==> config.mk <==
export PLATFORM = sky130hd
export DESIGN_NAME = oust_cell
export DESIGN_NICKNAME = d
export VERILOG_FILES = /design/src/rtl/core/oust_pkg.sv /design/src/rtl/core/oust_cell.sv
export SDC_FILE = /design/constraint.sdc
export NUM_CORES = 1
export LEC_CHECK = 0
export CORE_MARGIN = 2
export CORE_UTILIZATION = 55
export CTS_CLUSTER_SIZE = 12
export DETAILED_ROUTE_END_ITERATION = 8
export DONT_BUFFER_PORTS = 1
export PLACE_DENSITY = 0.7
export REMOVE_ABC_BUFFERS = 1
export SLEW_MARGIN = 25
export SYNTH_ARGS = -nofsm -noshare
export SYNTH_HDL_FRONTEND = slang
export SYNTH_SLANG_ARGS = --single-unit
==> constraint.sdc <==
create_clock -name clk -period 1.7 [get_ports clk]
set_clock_uncertainty 0.05 [all_clocks]
set_input_delay 0.17 -clock clk [delete_from_list [all_inputs] [get_ports clk]]
set_output_delay 0.17 -clock clk [all_outputs]
set_load 0.005 [all_outputs]
==> src/rtl/core/oust_pkg.sv <==
// shared types, constants and codes of the ordered unique-key table
`default_nettype none
package oust_pkg;

    localparam int CAPACITY = 64;
    localparam int KEY_W    = 64;
    localparam int IDX_W    = $clog2(CAPACITY);
    localparam int CNT_W    = $clog2(CAPACITY + 1);
    localparam int OP_W     = 2;
    localparam int STAT_W   = 2;
    localparam int POS_W    = 6;

    // request opcodes; the spare code behaves as a lookup
    localparam logic [OP_W-1:0] OP_LOOKUP = 2'd0;
    localparam logic [OP_W-1:0] OP_ADD    = 2'd1;
    localparam logic [OP_W-1:0] OP_REMOVE = 2'd2;

    // result status codes
    localparam logic [STAT_W-1:0] STAT_DONE    = 2'd0;
    localparam logic [STAT_W-1:0] STAT_PRESENT = 2'd1;
    localparam logic [STAT_W-1:0] STAT_ABSENT  = 2'd2;
    localparam logic [STAT_W-1:0] STAT_FULL    = 2'd3;

    localparam logic [CNT_W-1:0] CAP_CNT = CNT_W'(CAPACITY);

    typedef enum logic [1:0] {
        ST_IDLE,
        ST_CMP,
        ST_UPD
    } state_t;

    // per-cell control from the sequencer
    typedef struct packed {
        logic cmp_en;
        logic valid;
        logic load_key;
        logic shift;
    } cell_ctl_t;

endpackage
`default_nettype wire

==> src/rtl/core/oust_cell.sv <==
// one table cell: holds a key, compares it, loads or takes the neighbor's key
`default_nettype none
module oust_cell
    import oust_pkg::*;
(
    input  logic             clk,
    input  logic             rst_n,
    input  cell_ctl_t        ctl,
    input  logic [KEY_W-1:0] req_key,
    input  logic [KEY_W-1:0] nbr_key,
    output logic [KEY_W-1:0] key_out,
    output logic             match
);

    logic [KEY_W-1:0] key_reg;
    logic             match_reg;
    logic             match_next;

    assign match_next = ctl.valid && (key_reg == req_key);

    // key storage, no reset: only cells below the count are ever compared
    always_ff @(posedge clk)
    begin
        if (ctl.shift)
        begin
            key_reg <= nbr_key;
        end
        else if (ctl.load_key)
        begin
            key_reg <= req_key;
        end
    end

    always_ff @(posedge clk or negedge rst_n)
    begin
        if (!rst_n)
        begin
            match_reg <= 1'b0;
        end
        else if (ctl.cmp_en)
        begin
            match_reg <= match_next;
        end
    end

    assign key_out = key_reg;
    assign match   = match_reg;

endmodule
`default_nettype wire

# After elaboration in Yosys (flattened, before gate mapping)
# Index checks and enable logic that the tools add are counted.
# totals
register_bits,65
in_bits,134
wordCells,7
# classes
n_eq_ne,1
n_mux,2
reduce_logical,2
# ops
cell,n
two-way mux 64 bit,2
equality test 64 bit,1
nonzero test 2 bit,1
logical AND 1 bit,1

# Longest topological paths before layout
# logic_depth
ltp_word,2
ltp_mapped,5
depth_no_buf,5

# Least setup slack after synthesis
# Ideal clock, no wire load.
# synth_path
path_type,input to register
from,input port ctl[0] (netlist bit)
to,"register key_reg[0] (netlist: key_out[0]), enable pin"
setup_time_ps,394
arrival_time_ps,1427
required_ps,1256
path_slack_ps,-171
stages,3
path_buffers,2
path_cell_list,buf_2 -> buf_2 -> or2_2
# synth_between
elab_chain_len,1
# synth_lines
element,line,rtl
from (decl),oust_cell.sv:8,"input cell_ctl_t ctl,"
nonzero test 2 bit (no line),n/a,
to (signal assigned),oust_cell.sv:26,key_reg <= nbr_key;
to (signal assigned),oust_cell.sv:30,key_reg <= req_key;
to (decl),oust_cell.sv:15,logic [KEY_W-1:0] key_reg;
# Every way passes these cells.
# A chain may end at the register's enable or synchronous reset.

# Final worst setup path
# layout_path
from,input port req_key[9]
to,"register key_reg[9] (netlist: key_out[9]), data pin"
# layout_between
elab_chain_len,2
# layout_lines
element,line,rtl
from (decl),oust_cell.sv:9,"input logic [KEY_W-1:0] req_key,"
two-way mux 64 bit,oust_cell.sv:28,else if (ctl.load_key)
two-way mux 64 bit,oust_cell.sv:24,if (ctl.shift)
# Every way passes these cells. The select of a mux whose other input is x is not followed.

==> impl_metrics.toml <==
[status]
status = "finished, final reports clean"

[clock_network]
numCtsBuffers = 9
cts-hold-fix-buffers = 15
clockRootBuffer = "clkbuf_8"
cts.clk_slew.worst_paths_ns = 0.07
clkSinkCount = 65
htree_levels = 3
cts_resized = 0
cts_tree = "done"
clock_latency_ns = 0.33
cts_setup_buffers = 0
clk_path_buf_depth = 2

[flow_run]
maxCapViolations = 0

[pwr]
p_leak_uw = 0.00135
ir_drop_v = 0.000616
pwr_density_cell_nw_per_um2 = 987

[timing]
maxSlewHeadroom_pct = 66.7
fin_tns_setup_ns = 0
tightest_slew_ns = 0.500
rsz0062_at_grt = "false"
max_freq_mhz = 633
slew_violations = 0
finalSetupViolations = 0
timing.final.crit_share_pct = 93.0
worst_slack_ns = 0.119
finalCriticalPeriod_ns = 1.58
hold_viol = 0

[route]
drc_errors = 0
post_drt_wl_per_cell_um = 23.3
vias_per_cell = 6.06
ant_nets = 0
firstDrtPassIters = 4
vias = 2097
routed_wl_um = 8080
first_iter_violations = 98

[layout]
largest_reg_flops = 64
diodes = 0
area_growth_pct = 17.4
layout-drive-gt1-share_pct = 32.1
fin_area_um2 = 4060
fin_nets = 400

[global_routing]
grt_pass1_vias = 2281
use_met3_pct = 9.64
use_met1_pct = 21.8
grt_overflow = 0
grt_max_degree = 66
antenna_found_initial = 0
grt_pass1_wl_um = 11800
global_route.usage.met2_pct = 40.3
busiest_layer = "met2"
grt_util_all_layers_pct = 22.1

[synth]
synth_edf_count = 64
synthTopCellsByCount = "64 x edfxtp_1, 64 x mux2_2, 49 x xnor2_1"
synth_area_um2 = 3460
synth_ff_type = "edfxtp_1"
async_flop_share_pct = 1.54
syn_avg_cell_area_um2 = 15.2
ys_ff_latch = 65
synth_top_area_share_pct = 55.6
synth_cells = 228
ys_seq_area_share_pct = 56.3
synth_cell_types = 20
yosys.area.top_type = "edfxtp_1"
ys.warnings.count = 0
yosys-top-cells-area = "edfxtp_1 56%, mux2_2 21%, xnor2_1 12%, xor2_1 3.0%, nand4_1 2.4%"

[hold_path]
hp-class = "in -> reg"

[critical_path]
crit_type = "in -> reg"
cp_data_required_time_ns = 1.72
path_max_fanout = 2
cp.arrival_ns = 1.60
start_kind = "input port"
critPathCaptureType = "register"

[placed_design]
placed_area_um2 = 3530
port_buffers = 0
dp_hpwl_um = 5900
pre_cts_ws_ns = 0.0891
gp_congestion = 0.813

[floorplanning]
start_util_pct = 57.7
fp-row-count = 28
core_um2 = 5990
die_area_um2 = 6940
die_w_um = 83.3
die_h_um = 83.3
io_pins = 199
## metrics by stage
| step | power (uW) | hold slack (ns) | utilization [%] | cells |
|---|---|---|---|---|
| 2_1_floorplan | 2490 | -0.176 | - | 221 |
| 3_3_place_gp | 2580 | -0.176 | 58.9 | 298 |
| 3_5_place_dp | 2610 | -0.176 | 58.9 | 298 |
| 4_1_cts | 4000 | 0.000447 | 64.9 | 329 |
| 5_1_grt | 4160 | -0.00147 | 67.8 | 346 |
| 6_report | 4010 | 0.0118 | 67.8 | 346 |
## layout by cell type, fill, tap and decap left out
cell           netlist  routed
a2111oi_2            1       1
a211o_1              1       1
buf_4                0       2
bufinv_16            0       2
clkbuf_8             0       9
clkinv_1             0       2
clkinv_2             0       2
clkinvlp_4           0       1
dfrtp_1              1       1
dlygate4sd3_1        0      32
edfxtp_1            64      64
inv_1                3       3
inv_2                1       1
mux2_2              64      64
nand2_1              1       1
nand3_1              1       1
nand4_1             13      13
nor3_1               1       1
nor4_1               3       3
nor4_2               2       2
o221ai_2             1       1
o22ai_2              1       1
o2bb2ai_1            1       1
or2_2                1       1
xnor2_1             49      49
xor2_1              12      12
## per-layer routing
| layer | vias up | part of all wire [%] | wire (um) |
|---|---|---|---|
| met5 | - | 0 | 0 |
| met4 | 0 | 2.1 | 168 |
| met3 | 18 | 11 | 894 |
| met2 | 140 | 55 | 4430 |
| met1 | 1005 | 32 | 2590 |
| li1 | 934 | - | - |
## path summary, 6_finish.rpt
kind	depth (start not counted)	slack (ns)	from	endpoint
min in group asynchronous	2	0.57	rst_n	match$_DFFE_PN0P_
max reg2reg	5	0.13	key_out[61]$_DFFE_PP_	match$_DFFE_PN0P_
min	1	0.01	req_key[62]	key_out[62]$_DFFE_PP_
min reg2reg	2	0.55	match$_DFFE_PN0P_	match$_DFFE_PN0P_
max in group asynchronous	2	0.92	rst_n	match$_DFFE_PN0P_
max	3	0.12	req_key[9]	key_out[9]$_DFFE_PP_
## kinds of logic (layout without fill, tap and decap cells)
family	after synthesis	count (layout)	synth area share (%)
xor gates and xnor gates	61	61	15.5
muxes	64	64	20.8
AOI/OAI and AO/OA	5	5	1.74
DFF	65	65	56.3
and+or+nand+nor	22	22	4.20
buffers and inverters	11	54	1.45
## area by class of cell
type	instances	area, um2
clock buffers	9	124
clock inverters	7	85.1
fillers	429	1930
inverters	4	15.0
multi-input cells	152	1460
flip-flops and latches	65	1950
well taps	75	93.8
repair buffers	34	335
## power breakdown
group          total (uW)  switching, uW  leakage [uW]  internal (uW)
Sequential           2150            176      0.000666           1970
Combinational         494            170      0.000581            323
Clock                1360            554      0.000104            810
## critical path: stages
cell and delay (ns):
dlygate4sd3_1 0.57, mux2_2 0.27, dlygate4sd3_1 0.59
No activity file was read; power rests on OpenSTA's default activity.
